===== src/rtl/gbee_pkg.sv =====
`timescale 1ns / 1ps
// Shared types, command codes, configuration indexes and row transform functions for the glyph bitmap edit engine.
// Depends on nothing; used by gbee_row_cell, gbee_head and glyph_bitmap_edit_engine_core.
package gbee_pkg;

	// Row width is fixed by the pixel word of one row
	localparam int ROW_W = 32;

	// Edit command codes
	localparam logic [3:0] ACT_CUR_LEFT  = 4'd0;
	localparam logic [3:0] ACT_CUR_RIGHT = 4'd1;
	localparam logic [3:0] ACT_CUR_UP    = 4'd2;
	localparam logic [3:0] ACT_CUR_DOWN  = 4'd3;
	localparam logic [3:0] ACT_TOGGLE    = 4'd4;
	localparam logic [3:0] ACT_SHL       = 4'd5;
	localparam logic [3:0] ACT_SHR       = 4'd6;
	localparam logic [3:0] ACT_SHU       = 4'd7;
	localparam logic [3:0] ACT_SHD       = 4'd8;
	localparam logic [3:0] ACT_MIRROR    = 4'd9;
	localparam logic [3:0] ACT_LOAD      = 4'd10;
	localparam logic [3:0] ACT_READ      = 4'd11;

	// Configuration register indexes
	localparam logic CFG_WIDTH  = 1'b0;
	localparam logic CFG_HEIGHT = 1'b1;

	// Control handed from the sequencer to the head of the row chain
	typedef struct packed {
		logic       pass1;   // read-only sweep: capture boundary rows
		logic       pass2;   // editing sweep: rows are rewritten
		logic [3:0] action;
		logic [5:0] w;       // effective width, 1..32
		logic [5:0] h;       // effective height
		logic [5:0] k;       // index of the row now at the head
		logic [4:0] cx;
		logic [4:0] cy;
		logic [4:0] ri;
	} head_ctrl_t;

	// Mask of the columns in use
	function automatic logic [ROW_W-1:0] col_mask(input logic [5:0] w);
		return {ROW_W{1'b1}} >> (6'd32 - w);
	endfunction

	// Rotate left within w columns; seg has no bits at or above w
	function automatic logic [ROW_W-1:0] rot_left(input logic [ROW_W-1:0] seg,
		input logic [5:0] w);
		logic [ROW_W-1:0] low;
		low = {{(ROW_W-1){1'b0}}, seg[0]};
		return ((seg >> 1) | (low << (w - 6'd1))) & col_mask(w);
	endfunction

	// Rotate right within w columns
	function automatic logic [ROW_W-1:0] rot_right(input logic [ROW_W-1:0] seg,
		input logic [5:0] w);
		return ((seg << 1) | (seg >> (w - 6'd1))) & col_mask(w);
	endfunction

	// Reverse the w columns in use
	function automatic logic [ROW_W-1:0] mirror(input logic [ROW_W-1:0] seg,
		input logic [5:0] w);
		logic [ROW_W-1:0] rev;
		for (int i = 0; i < ROW_W; i++) begin
			rev[i] = seg[ROW_W-1-i];
		end
		return rev >> (6'd32 - w);
	endfunction

endpackage


===== src/rtl/gbee_row_cell.sv =====
`timescale 1ns / 1ps
// One cell of the row chain: holds one bitmap row and takes its neighbour's row when stepping.
// Depends on gbee_pkg for the row width.
module gbee_row_cell (
	input  logic                      clk,
	input  logic                      arst_n,
	input  logic                      step,
	input  logic [gbee_pkg::ROW_W-1:0] din,
	output logic [gbee_pkg::ROW_W-1:0] q
);

	logic [gbee_pkg::ROW_W-1:0] row_q;

	// Image clears on reset; row moves one cell along on each step
	always_ff @(posedge clk or negedge arst_n) begin
		if (!arst_n) begin
			row_q <= '0;
		end else if (step) begin
			row_q <= din;
		end
	end

	assign q = row_q;

endmodule


===== src/rtl/gbee_head.sv =====
`timescale 1ns / 1ps
// Head of the row chain: edits the row leaving cell 0 and feeds it back to the far end.
// Depends on gbee_pkg for the control struct, command codes and row functions.
module gbee_head (
	input  logic                       clk,
	input  logic                       arst_n,
	input  gbee_pkg::head_ctrl_t       ctrl,
	input  logic [gbee_pkg::ROW_W-1:0] head_in,   // row in cell 0
	input  logic [gbee_pkg::ROW_W-1:0] next_in,   // row in cell 1, still unedited
	input  logic [gbee_pkg::ROW_W-1:0] load_data,
	output logic [gbee_pkg::ROW_W-1:0] head_out
);

	logic [gbee_pkg::ROW_W-1:0] first_q;   // original row 0
	logic [gbee_pkg::ROW_W-1:0] last_q;    // original row h-1
	logic [gbee_pkg::ROW_W-1:0] prev_q;    // original row k-1
	logic [gbee_pkg::ROW_W-1:0] m;
	logic [gbee_pkg::ROW_W-1:0] seg;
	logic [gbee_pkg::ROW_W-1:0] new_seg;
	logic [gbee_pkg::ROW_W-1:0] edited;
	logic                       in_area;

	// Boundary rows for the vertical rotations
	always_ff @(posedge clk or negedge arst_n) begin
		if (!arst_n) begin
			first_q <= '0;
			last_q  <= '0;
			prev_q  <= '0;
		end else begin
			if (ctrl.pass1 && ctrl.k == 6'd0) begin
				first_q <= head_in;
			end
			if (ctrl.pass1 && ctrl.k == ctrl.h - 6'd1) begin
				last_q <= head_in;
			end
			if (ctrl.pass2) begin
				prev_q <= head_in;
			end
		end
	end

	// Per-row edit
	always_comb begin
		m       = gbee_pkg::col_mask(ctrl.w);
		seg     = head_in & m;
		in_area = ctrl.k < ctrl.h;
		case (ctrl.action)
			gbee_pkg::ACT_SHL:    new_seg = gbee_pkg::rot_left(seg, ctrl.w);
			gbee_pkg::ACT_SHR:    new_seg = gbee_pkg::rot_right(seg, ctrl.w);
			gbee_pkg::ACT_MIRROR: new_seg = gbee_pkg::mirror(seg, ctrl.w);
			gbee_pkg::ACT_SHU:
				new_seg = ((ctrl.k == ctrl.h - 6'd1) ? first_q : next_in) & m;
			gbee_pkg::ACT_SHD:
				new_seg = ((ctrl.k == 6'd0) ? last_q : prev_q) & m;
			default:              new_seg = seg;
		endcase
		edited = in_area ? ((head_in & ~m) | new_seg) : head_in;
		if (ctrl.action == gbee_pkg::ACT_TOGGLE && ctrl.k == {1'b0, ctrl.cy}) begin
			edited = edited ^ ({{(gbee_pkg::ROW_W-1){1'b0}}, 1'b1} << ctrl.cx);
		end
		if (ctrl.action == gbee_pkg::ACT_LOAD && ctrl.k == {1'b0, ctrl.ri}) begin
			edited = load_data;
		end
		head_out = ctrl.pass2 ? edited : head_in;
	end

endmodule


===== src/rtl/glyph_bitmap_edit_engine_core.sv =====
`timescale 1ns / 1ps
// Top level of the glyph bitmap edit engine: command sequencer, cursor and result register.
// Depends on gbee_pkg, gbee_row_cell and gbee_head.

// The bitmap lives in a ring of row cells, one row per cell (min(MAX_HEIGHT,32) cells).
// Every command is carried out by sweeping the ring twice past the head cell, which
// sees one row per cycle: the first sweep only notes the boundary rows that the
// vertical shifts need, the second rewrites each row in place. Before the sweeps, a
// cursor left outside a newly narrowed area is brought back in range, one subtraction
// per step (at most 31 steps). The result is loaded into the output register once that
// register is free. One command is in work at a time; a new one is accepted while the
// previous result still waits in the output register.
module glyph_bitmap_edit_engine_core #(
	parameter int MAX_WIDTH  = 32,
	parameter int MAX_HEIGHT = 32
) (
	input  logic        clk,
	input  logic        arst_n,
	// configuration
	input  logic        cfg_we,
	input  logic        cfg_index,
	input  logic [5:0]  cfg_data,
	// command channel
	input  logic        in_valid,
	output logic        in_stall,
	input  logic [3:0]  action,
	input  logic [4:0]  row_index,
	input  logic [31:0] row_data,
	// result channel
	output logic        out_valid,
	input  logic        out_stall,
	output logic [31:0] row_out,
	output logic [4:0]  cursor_col,
	output logic [4:0]  cursor_row,
	output logic        cursor_pixel
);

	localparam int NROWS = (MAX_HEIGHT < 32) ? MAX_HEIGHT : 32;
	localparam int WLIM  = (MAX_WIDTH < 32) ? MAX_WIDTH : 32;
	localparam int KW    = $clog2(NROWS);

	localparam logic [2:0] ST_IDLE  = 3'd0;
	localparam logic [2:0] ST_WRAP  = 3'd1;
	localparam logic [2:0] ST_PASS1 = 3'd2;
	localparam logic [2:0] ST_PASS2 = 3'd3;
	localparam logic [2:0] ST_DONE  = 3'd4;

	logic [2:0]  state_q;
	logic [KW-1:0] cnt_q;
	logic [5:0]  width_q, height_q;
	logic [5:0]  w_eff, h_eff;
	logic [4:0]  cx_q, cy_q;
	logic [3:0]  act_q;
	logic [4:0]  ri_q;
	logic [31:0] data_q;
	logic [31:0] row_cap_q;
	logic        pix_cap_q;
	logic        out_valid_q;
	logic [31:0] row_out_q;
	logic [4:0]  col_out_q, rowc_out_q;
	logic        pix_out_q;
	logic        step;
	logic        cnt_last;
	logic        cx_hi, cy_hi;
	logic        out_load;
	gbee_pkg::head_ctrl_t ctrl;

	logic [gbee_pkg::ROW_W-1:0] rows [NROWS];
	logic [gbee_pkg::ROW_W-1:0] head_out;

	// Configuration registers
	always_ff @(posedge clk or negedge arst_n) begin
		if (!arst_n) begin
			width_q  <= 6'd8;
			height_q <= 6'd16;
		end else if (cfg_we) begin
			case (cfg_index)
				gbee_pkg::CFG_WIDTH:  width_q  <= cfg_data;
				gbee_pkg::CFG_HEIGHT: height_q <= cfg_data;
				default: ;
			endcase
		end
	end

	// Effective dimensions: zero acts as one, saturate at the limit
	always_comb begin
		w_eff = (width_q == 6'd0) ? 6'd1 : width_q;
		if (w_eff > 6'(WLIM)) w_eff = 6'(WLIM);
		h_eff = (height_q == 6'd0) ? 6'd1 : height_q;
		if (h_eff > 6'(NROWS)) h_eff = 6'(NROWS);
	end

	assign step     = (state_q == ST_PASS1) || (state_q == ST_PASS2);
	assign cnt_last = cnt_q == KW'(NROWS - 1);
	assign cx_hi    = {1'b0, cx_q} >= w_eff;
	assign cy_hi    = {1'b0, cy_q} >= h_eff;
	assign in_stall = state_q != ST_IDLE;
	assign out_load = (state_q == ST_DONE) && (!out_valid_q || !out_stall);

	// Command sequencer and cursor
	always_ff @(posedge clk or negedge arst_n) begin
		if (!arst_n) begin
			state_q     <= ST_IDLE;
			cnt_q       <= '0;
			cx_q        <= '0;
			cy_q        <= '0;
			out_valid_q <= 1'b0;
		end else begin
			if (out_load) begin
				out_valid_q <= 1'b1;
			end else if (out_valid_q && !out_stall) begin
				out_valid_q <= 1'b0;
			end
			case (state_q)
				ST_IDLE: begin
					if (in_valid) begin
						state_q <= ST_WRAP;
					end
				end
				ST_WRAP: begin
					// bring cursor back inside the area, one subtraction per cycle
					if (cx_hi) cx_q <= 5'({1'b0, cx_q} - w_eff);
					if (cy_hi) cy_q <= 5'({1'b0, cy_q} - h_eff);
					if (!cx_hi && !cy_hi) begin
						case (act_q)
							gbee_pkg::ACT_CUR_LEFT:
								cx_q <= (cx_q == 5'd0) ? 5'(w_eff - 6'd1) : cx_q - 5'd1;
							gbee_pkg::ACT_CUR_RIGHT:
								cx_q <= ({1'b0, cx_q} + 6'd1 == w_eff) ? 5'd0 : cx_q + 5'd1;
							gbee_pkg::ACT_CUR_UP:
								cy_q <= (cy_q == 5'd0) ? 5'(h_eff - 6'd1) : cy_q - 5'd1;
							gbee_pkg::ACT_CUR_DOWN:
								cy_q <= ({1'b0, cy_q} + 6'd1 == h_eff) ? 5'd0 : cy_q + 5'd1;
							default: ;
						endcase
						cnt_q   <= '0;
						state_q <= ST_PASS1;
					end
				end
				ST_PASS1: begin
					cnt_q <= cnt_last ? '0 : cnt_q + 1'b1;
					if (cnt_last) state_q <= ST_PASS2;
				end
				ST_PASS2: begin
					cnt_q <= cnt_last ? '0 : cnt_q + 1'b1;
					if (cnt_last) state_q <= ST_DONE;
				end
				ST_DONE: begin
					if (out_load) begin
						state_q <= ST_IDLE;
					end
				end
				default: state_q <= ST_IDLE;
			endcase
		end
	end

	// Command payload held for the whole transaction
	always_ff @(posedge clk) begin
		if (state_q == ST_IDLE && in_valid) begin
			act_q  <= action;
			ri_q   <= row_index;
			data_q <= row_data;
		end
	end

	// Result capture as the edited rows pass the head
	always_ff @(posedge clk) begin
		if (state_q == ST_PASS1) begin
			row_cap_q <= '0;
		end
		if (state_q == ST_PASS2 && 5'(cnt_q) == ri_q) begin
			row_cap_q <= head_out;
		end
		if (state_q == ST_PASS2 && 5'(cnt_q) == cy_q) begin
			pix_cap_q <= head_out[cx_q];
		end
		if (out_load) begin
			row_out_q  <= row_cap_q;
			col_out_q  <= cx_q;
			rowc_out_q <= cy_q;
			pix_out_q  <= pix_cap_q;
		end
	end

	// Head control
	always_comb begin
		ctrl.pass1  = state_q == ST_PASS1;
		ctrl.pass2  = state_q == ST_PASS2;
		ctrl.action = act_q;
		ctrl.w      = w_eff;
		ctrl.h      = h_eff;
		ctrl.k      = 6'(cnt_q);
		ctrl.cx     = cx_q;
		ctrl.cy     = cy_q;
		ctrl.ri     = ri_q;
	end

	// Ring of row cells: each steps towards cell 0, the head feeds the far end
	for (genvar i = 0; i < NROWS; i++) begin : g_cell
		gbee_row_cell u_cell (
			.clk   (clk),
			.arst_n(arst_n),
			.step  (step),
			.din   ((i == NROWS - 1) ? head_out : rows[(i + 1) % NROWS]),
			.q     (rows[i])
		);
	end

	gbee_head u_head (
		.clk      (clk),
		.arst_n   (arst_n),
		.ctrl     (ctrl),
		.head_in  (rows[0]),
		.next_in  (rows[1]),
		.load_data(data_q),
		.head_out (head_out)
	);

	assign out_valid    = out_valid_q;
	assign row_out      = row_out_q;
	assign cursor_col   = col_out_q;
	assign cursor_row   = rowc_out_q;
	assign cursor_pixel = pix_out_q;

endmodule

===== config.mk =====
export PLATFORM = sky130hd
export DESIGN_NAME = glyph_bitmap_edit_engine_core
export DESIGN_NICKNAME = d
export VERILOG_FILES = /design/src/rtl/gbee_pkg.sv /design/src/rtl/gbee_row_cell.sv /design/src/rtl/gbee_head.sv /design/src/rtl/glyph_bitmap_edit_engine_core.sv
export SDC_FILE = /design/constraint.sdc
export NUM_CORES = 2
export LEC_CHECK = 0
export ABC_CLOCK_PERIOD_IN_PS = 7500
export BUFFER_PORTS_ARGS = -buffer_cell sky130_fd_sc_hd__buf_2
export CORE_ASPECT_RATIO = 1.25
export CORE_UTILIZATION = 25
export DETAILED_ROUTE_END_ITERATION = 6
export SETUP_SLACK_MARGIN = 0.1
export SKIP_LAST_GASP = 1
export SYNTH_ARGS = -nofsm -noshare
export SYNTH_HDL_FRONTEND = slang
export SYNTH_SLANG_ARGS = --single-unit

===== constraint.sdc =====
create_clock -name clk -period 7.5 [get_ports clk]
set_input_delay 0.375 -clock clk [delete_from_list [all_inputs] [get_ports clk]]
set_output_delay 0.375 -clock clk [all_outputs]
set_load 0.005 [all_outputs]

# Word level (Yosys, flattened, before mapping)
# Index checks and enable logic that the tools add are counted.
# totals
reg_bits	1268
inputBits	53
output_inout_bits	45
elab_cells	179
# op_classes
add_sub_neg	12
magnitude_cmp	6
eq_ne	25
shifts	5
muxes	36
n_bitwise	12
reduce_logical	32
# op_table
operator	count
$mux 32	8
$and 32x32->32	6
$pmux 32 s5	1
$or 32x32->32	2
$shr 32x6->32	2
$mux 5	10
$not 32->32	1
$or 31x32->32	1
$shl 1x5->32 const A	1
$shl 1x6->32	1
$shr 32x6->32 const A	1
$xor 32x32->32	1
$pmux 5 s2	3
$mux 6	4
$logic_not 6->1	3
$eq 4x3->1 const B	4
$add 5x1->5 const B	3
$mux 3	5
$pmux 3 s5	1
$add 5x1->6 const B	2
$eq 4x4->1 const B	3
$eq 6x6->1	2
$ge 5x6->1	2
$gt 6x6->1 const B	2
29 further kinds	59

# Depth between registers and ports, before layout
# logic_depth
word_depth	19
ltp_mapped	25
mapped_depth_nobuf	17

# Hierarchy
# A second synthesis with hierarchy kept.
# hier_totals
hier_cells	4178
hier_area_um2	61122.4
# modules_own_cells
module	instances	cells_each	area_each_um2
gbee_row_cell	32	68	1345.0
gbee_head	1	1484	11121.9
glyph_bitmap_edit_engine_core	1	518	6959.2

# Worst setup path before layout
# OpenSTA, ideal clock, no wires.
# synth_timing
kind	reg-to-reg
from	reg width_q[3]
to	reg pix_cap_q (data pin)
setup_time_ps	264
t_arrival_ps	4928
t_required_ps	7236
setup_slack_ps	2308
path_stages_with_launch	20
path_buffers	4
synth_period_minus_slack_ps	5192
cell_sequence	dfstp_2 > nor4_4 > o21ai_2 > clkbuf_1 > buf_2 > buf_1 > ha_1 > or3b_1 > buf_2 > mux2i_4 > a211oi_2 > a22oi_1 > and3_1 > a2111oi_0 > a2111oi_4 > xor2_1 > a221oi_1 > o311a_1 > a311o_1 > nand3_1
# synth_between
elab_chain_len	19
# synth_lines
item	line_no	source
start, declared	glyph_bitmap_edit_engine_core.sv:50	logic [5:0] width_q, height_q;
start signal, assigned	glyph_bitmap_edit_engine_core.sv:78	gbee_pkg::CFG_WIDTH: width_q <= cfg_data;
$logic_not 6->1	glyph_bitmap_edit_engine_core.sv:87	w_eff = (width_q == 6'd0) ? 6'd1 : width_q;
$mux 6 *	glyph_bitmap_edit_engine_core.sv:87	
$gt 6x6->1	glyph_bitmap_edit_engine_core.sv:88	if (w_eff > 6'(WLIM)) w_eff = 6'(WLIM);
$mux 6 *	glyph_bitmap_edit_engine_core.sv:88	
$sub 6x6->6	gbee_pkg.sv:42, gbee_pkg.sv:66	
$shr 32x6->32	gbee_pkg.sv:42	return {ROW_W{1'b1}} >> (6'd32 - w);
$and 32x32->32	gbee_head.sv:45	seg = head_in & m;
$shr 32x6->32 or $shl 1x6->32 (tied branches)	gbee_pkg.sv:56, gbee_pkg.sv:50	
(+3 left out)	-	
$or 32x32->32 *	gbee_head.sv:57	edited = in_area ? ((head_in & ~m) | new_seg) : head_in;
$mux 32 *	gbee_head.sv:57	
$xor 32x32->32	gbee_head.sv:59	edited = edited ^ ({{(gbee_pkg::ROW_W-1){1'b0}}, 1'b1} << ctrl.cx);
$mux 32 *	gbee_head.sv:58	if (ctrl.action == gbee_pkg::ACT_TOGGLE && ctrl.k == {1'b0, ctrl.cy}) begin
$mux 32 *	gbee_head.sv:61	if (ctrl.action == gbee_pkg::ACT_LOAD && ctrl.k == {1'b0, ctrl.ri}) begin
$mux 32 *	gbee_head.sv:64	head_out = ctrl.pass2 ? edited : head_in;
$bmux 1 s5 *	glyph_bitmap_edit_engine_core.sv:176	pix_cap_q <= head_out[cx_q];
$mux 1 (not written as such) *	glyph_bitmap_edit_engine_core.sv:176	
end signal, assigned	glyph_bitmap_edit_engine_core.sv:176	
end, declared	glyph_bitmap_edit_engine_core.sv:57	logic pix_cap_q;
# Mark *: on every way between the ends. The rest lies on a longest branch, timed or not. The select of a mux whose other input is x is not followed.
# A chain may end at the register's enable or synchronous reset.

# Worst setup path in the final report
# layout_timing
from	reg width_q[4]
to	reg pix_cap_q (data pin)
# The elaborated chain is that of the path after synthesis.

==> results.env <==
CTS.HTREE.LEVELS=3
HOLDCRITPATHCLASS='in -> reg'
R2R_END='pix_cap_q'
SYNTH.YOSYS.WARNINGS=0
HOLD_PATH.STARTPOINT='cfg_index'
AREA_OF_THE_DIE_SQ_MM=0.228
CRIT_PATH_MAX_FANOUT=24
REMAINING_NUMBER_OF_NETS_FLAGGED_BY_THE_ANTENNA_CHECK_AFTER_ROUTING=0
CTS-BUFFERS-INSERTED=121
NET-SWITCHING-POWER_mW=9.60
GRT_FIRST_PASS_WIRELENGTH_UM=319000
TIGHTEST_SLEW_NS=1.33
GRT_MAX_DEGREE=236
TOTALNEGATIVESETUPSLACK_NS=0
NUM_IO_PINS=98
ANTENNA_FOUND_INITIAL=14
GRT_SETUP_UNREPAIRED='no'
COUNT_OF_VIAS_PLACED_BY_THE_DETAILED_ROUTER=45800
CLOCK_POWER_SHARE_PCT=26.9
DEPTH_OF_THE_WORST_HOLD_TIMING_PATH=3
TRITONCTS='yes'
N_FILL_CELL=23600
PERIOD_NEEDED_NS=6.50
INTERNAL-POWER_mW=14.4
POSTSYNTHREGISTERBITS=1268
MAX-CLOCK-PATH-BUFFERS=3
REG2REG_FROM='width_q[4]'
FINALCLOCKSKEW_NS=0.0894
SWITCHING_POWER_SHARE_OF_THE_TOTAL_PCT=40.0
RUN_STATUS='complete, no violations'
TIMING.FINAL.MAX_SLEW_VIOLATIONS=0
RATIO_OF_CELLS_WITH_DRIVE_ABOVE_1_IN_THE_FINAL_LAYOUT_PCT=10.9
SEQ_TOTAL_AREA_YOSYS_PCT=57.1
FINISH.NET_COUNT=6643
MIN_PERIOD_OVER_PERIOD_PCT=86.6
LAYOUT-AREA-OVERHEAD-VS-SYNTH_PCT=17.1
SYNTHCELLS=6444
DIE_H_UM=534
INITIAL_UTILIZATION_PCT=25.2
CTS_RESIZED=0
ROUTED_WL_UM=219000
MAPPEDNETLISTAREA_SQ_MM=0.0566
ENDPOINTS_FAILING_SETUP=0
GLOBALROUTE.TOTALOVERFLOW=0
MIN_TO='width_q[0]'
FIRST_GLOBAL_VIAS=45400
PORT_BUFFERS=97
DETAILEDROUTE.FIRSTPASSITERATIONCOUNT=5
DRV.MAX_CAP_VIOLATION_COUNT=0
P_LEAK_nW=32.7
TIMING.CRITICAL_PATH.ARRIVAL_NS=7.08
VIAS_PER_CELL=4.77
DRT_ITER0_DRC=4065
PLACE.GP.CONGESTION=1.02
FF2FF_PATH_DEPTH=18
SYNTH-EDFF-COUNT=117
YS.FLOP_TYPE='sky130_fd_sc_hd__dfrtp_1'
FINAL_HOLD_VIOL_COUNT=0
WORST_REG2REG_SETUP_SLACK_NS=1.00
GRT.TOTAL_USAGE_PCT=18.9
CTS.SINKS=1268
ROOT_BUFFER='sky130_fd_sc_hd__clkbuf_16'
DRC=0
POWER-PER-CELL-AREA_mW_PER_MM2=362
MAX_SLEW_MARGIN_PCT=11.3
POSTLAYOUTCOREUTIL_PCT=29.5
DIE-WIDTH_UM=427
YS_ASYNC_SR_FRACTION_PCT=90.8
PLACEMENT_ROWS=194
COMBPWRFRAC_PCT=32.5
CLOCK.FMAX_GHz=0.154
WORSTSKEWPAIRLATENCY_NS=0.80
DPL.HPWL_UM=153000
WORST_EP_REQUIRED_TIME_NS=8.09
YS_TYPES=105
ROUTE.DETAILED.WL_PER_INST_UM=22.8
CP-END-KIND='register'
AVGSYNTHCELLAREA_SQ_UM=8.78
POWER.SHARE.SEQUENTIAL_PCT=40.6
CLOCK_TRANSITION_AT_PATH_REGS_NS=0.07
KIND_OF_CRITICAL_PATH='reg -> reg'
CORE_REGION_AREA_SQ_MM=0.224
START_KIND='register'
VDD_IR_DROP_MAX_uV=249
SYN_NETS=6530
[metrics by stage]
stage          hold slack, ns  power [mW]  instance area (sq um)  instances  setup slack [ns]
4_1_cts                0.0867        24.2                  66300       9597              1.15
3_3_place_gp            0.406        17.5                  61500       9324              1.16
5_1_grt                 0.125        25.2                  66300       9599             0.906
6_report                0.105        24.0                  66300       9604              1.00
2_1_floorplan          0.0794        13.9                  56600       6444              2.31
3_5_place_dp            0.405        17.6                  61500       9324              1.26
[layout make-up]
cell class	instances	area (sq um)	share of cell area [%]
inverter	47	176	0.266
multi-input combinational	4712	22700	34.2
antenna	7	17.5	0.0264
tap	2940	3680	5.55
clock inverter	61	838	1.26
timing repair buffer	407	3200	4.83
sequential	1268	32300	48.8
clock buffer	162	3390	5.12
[worst max-delay path, cell delays in order, from the launching register on]
cell and delay [ns]:
sky130_fd_sc_hd__dfrtp_1 0.58, sky130_fd_sc_hd__nor4_4 0.60, sky130_fd_sc_hd__o21ai_4 0.08, sky130_fd_sc_hd__ha_1 0.51
sky130_fd_sc_hd__or3b_1 0.57, sky130_fd_sc_hd__buf_4 0.23, sky130_fd_sc_hd__a31oi_2 0.61, sky130_fd_sc_hd__o21ai_1 0.19
sky130_fd_sc_hd__buf_4 0.21, sky130_fd_sc_hd__nor4_1 0.58, sky130_fd_sc_hd__o31ai_1 0.17, sky130_fd_sc_hd__o21a_1 0.14
sky130_fd_sc_hd__o21ai_0 0.48, sky130_fd_sc_hd__buf_4 0.25, sky130_fd_sc_hd__o31a_1 0.13, sky130_fd_sc_hd__o2111ai_1 0.12
sky130_fd_sc_hd__a211o_1 0.36, sky130_fd_sc_hd__a311o_1 0.36, sky130_fd_sc_hd__nand3_1 0.09
[registers in the layout, indices dropped and copies added (netlist names), 4 cells and up]
| signal | cells |
|---|---|
| act_q | 4 |
| cnt_q | 5 |
| cursor_col | 5 |
| cursor_row | 5 |
| cx_q | 5 |
| cy_q | 5 |
| data_q | 32 |
| g_cell.u_cell.q | 1024 |
| height_q | 6 |
| ri_q | 5 |
| row_cap_q | 32 |
| row_out | 32 |
| u_head.first_q | 32 |
| u_head.last_q | 32 |
| u_head.prev_q | 32 |
| width_q | 6 |
[how the worst max path moves through the flow]
stage / startpoint / to / depth (start not counted)
6_report: width_q[4] / pix_cap_q / 18
5_1_grt: width_q[4] / pix_cap_q / 18
4_1_cts: width_q[4] / pix_cap_q / 18
3_5_place_dp: width_q[4] / pix_cap_q / 18
3_3_place_gp: width_q[4] / pix_cap_q / 18
2_1_floorplan: width_q[3] / pix_cap_q / 19
[layer usage]
| layer | vias to the layer above | track usage [%] | wire length [um] |
|---|---|---|---|
| met4 | 8 | 12.8 | 16500 |
| met2 | 1183 | 30.7 | 103000 |
| met3 | 432 | 2.86 | 10100 |
| met1 | 23000 | 23.2 | 89300 |
| met5 | - | 0 | 43 |
| li1 | 21300 | - | - |
[cell families (layout without fill, tap and decap cells)]
group | count (synthesis) | count (layout) | synth area share, %
buffers and inverters | 464 | 677 | 3.21
adder cells (fa/ha/maj) | 33 | 33 | 0.756
AND/OR/NAND/NOR | 3747 | 3747 | 26.2
flip-flops | 1268 | 1268 | 57.1
multiplexers | 142 | 142 | 2.78
other | 0 | 7 | 0
AO/OA/AOI/OAI | 727 | 727 | 8.87
XOR/XNOR | 63 | 63 | 1.01
[what timing repair did]
item                      4_1_cts  5_1_grt
setup buffers                   0        0
hold buffers                   50        0
hold endpoints to repair      173        0
[layout by cell type, fill, tap and decap left out, types with 31 or more instances in the layout]
| cell | synthesis | routed |
|---|---|---|
| sky130_fd_sc_hd__a31oi_1 | 56 | 54 |
| sky130_fd_sc_hd__o31ai_1 | 33 | 31 |
| sky130_fd_sc_hd__nand3_1 | 65 | 64 |
| sky130_fd_sc_hd__buf_2 | 36 | 96 |
| sky130_fd_sc_hd__buf_4 | 4 | 240 |
| sky130_fd_sc_hd__nor2_1 | 168 | 161 |
| sky130_fd_sc_hd__a211oi_1 | 35 | 35 |
| sky130_fd_sc_hd__edfxtp_1 | 117 | 117 |
| sky130_fd_sc_hd__a21oi_1 | 112 | 107 |
| sky130_fd_sc_hd__mux2i_1 | 55 | 55 |
| sky130_fd_sc_hd__nand2_1 | 3261 | 3259 |
| sky130_fd_sc_hd__clkbuf_16 | 0 | 121 |
| sky130_fd_sc_hd__dfrtp_1 | 1149 | 1148 |
| sky130_fd_sc_hd__xnor2_1 | 38 | 38 |
| sky130_fd_sc_hd__mux2_2 | 83 | 82 |
| sky130_fd_sc_hd__dlygate4sd3_1 | 0 | 50 |
| sky130_fd_sc_hd__o21ai_0 | 166 | 166 |
| sky130_fd_sc_hd__inv_1 | 43 | 43 |
| sky130_fd_sc_hd__nor3_1 | 57 | 54 |
| sky130_fd_sc_hd__o211ai_1 | 36 | 36 |
[power groups by stage]
| stage | Combinational [mW] | Clock [mW] | Sequential (mW) |
|---|---|---|---|
| global route | 8.42 | 6.90 | 9.92 |
| CTS | 7.77 | 6.65 | 9.74 |
| finish | 7.80 | 6.45 | 9.74 |
| global placement | 7.71 | 0 | 9.81 |
| floorplan | 4.60 | 0 | 9.35 |
| detailed placement | 7.72 | 0 | 9.84 |
[Yosys cell counts, types with 35 or more instances]
cell type	instances	area share, %
sky130_fd_sc_hd__inv_1	43	0.29
sky130_fd_sc_hd__o21ai_0	166	1.5
sky130_fd_sc_hd__a31oi_1	56	0.62
sky130_fd_sc_hd__clkbuf_1	347	2.3
sky130_fd_sc_hd__dfrtp_1	1149	51
sky130_fd_sc_hd__edfxtp_1	117	6.2
sky130_fd_sc_hd__mux2i_1	55	0.97
sky130_fd_sc_hd__nand3_1	65	0.58
sky130_fd_sc_hd__buf_2	36	0.32
sky130_fd_sc_hd__nand2_1	3261	22
sky130_fd_sc_hd__a211oi_1	35	0.46
sky130_fd_sc_hd__o211ai_1	36	0.48
sky130_fd_sc_hd__a21oi_1	112	0.99
sky130_fd_sc_hd__nor3_1	57	0.50
sky130_fd_sc_hd__xnor2_1	38	0.59
sky130_fd_sc_hd__mux2_2	83	1.7
sky130_fd_sc_hd__nor2_1	168	1.1
(Power assumes the default switching activity.)
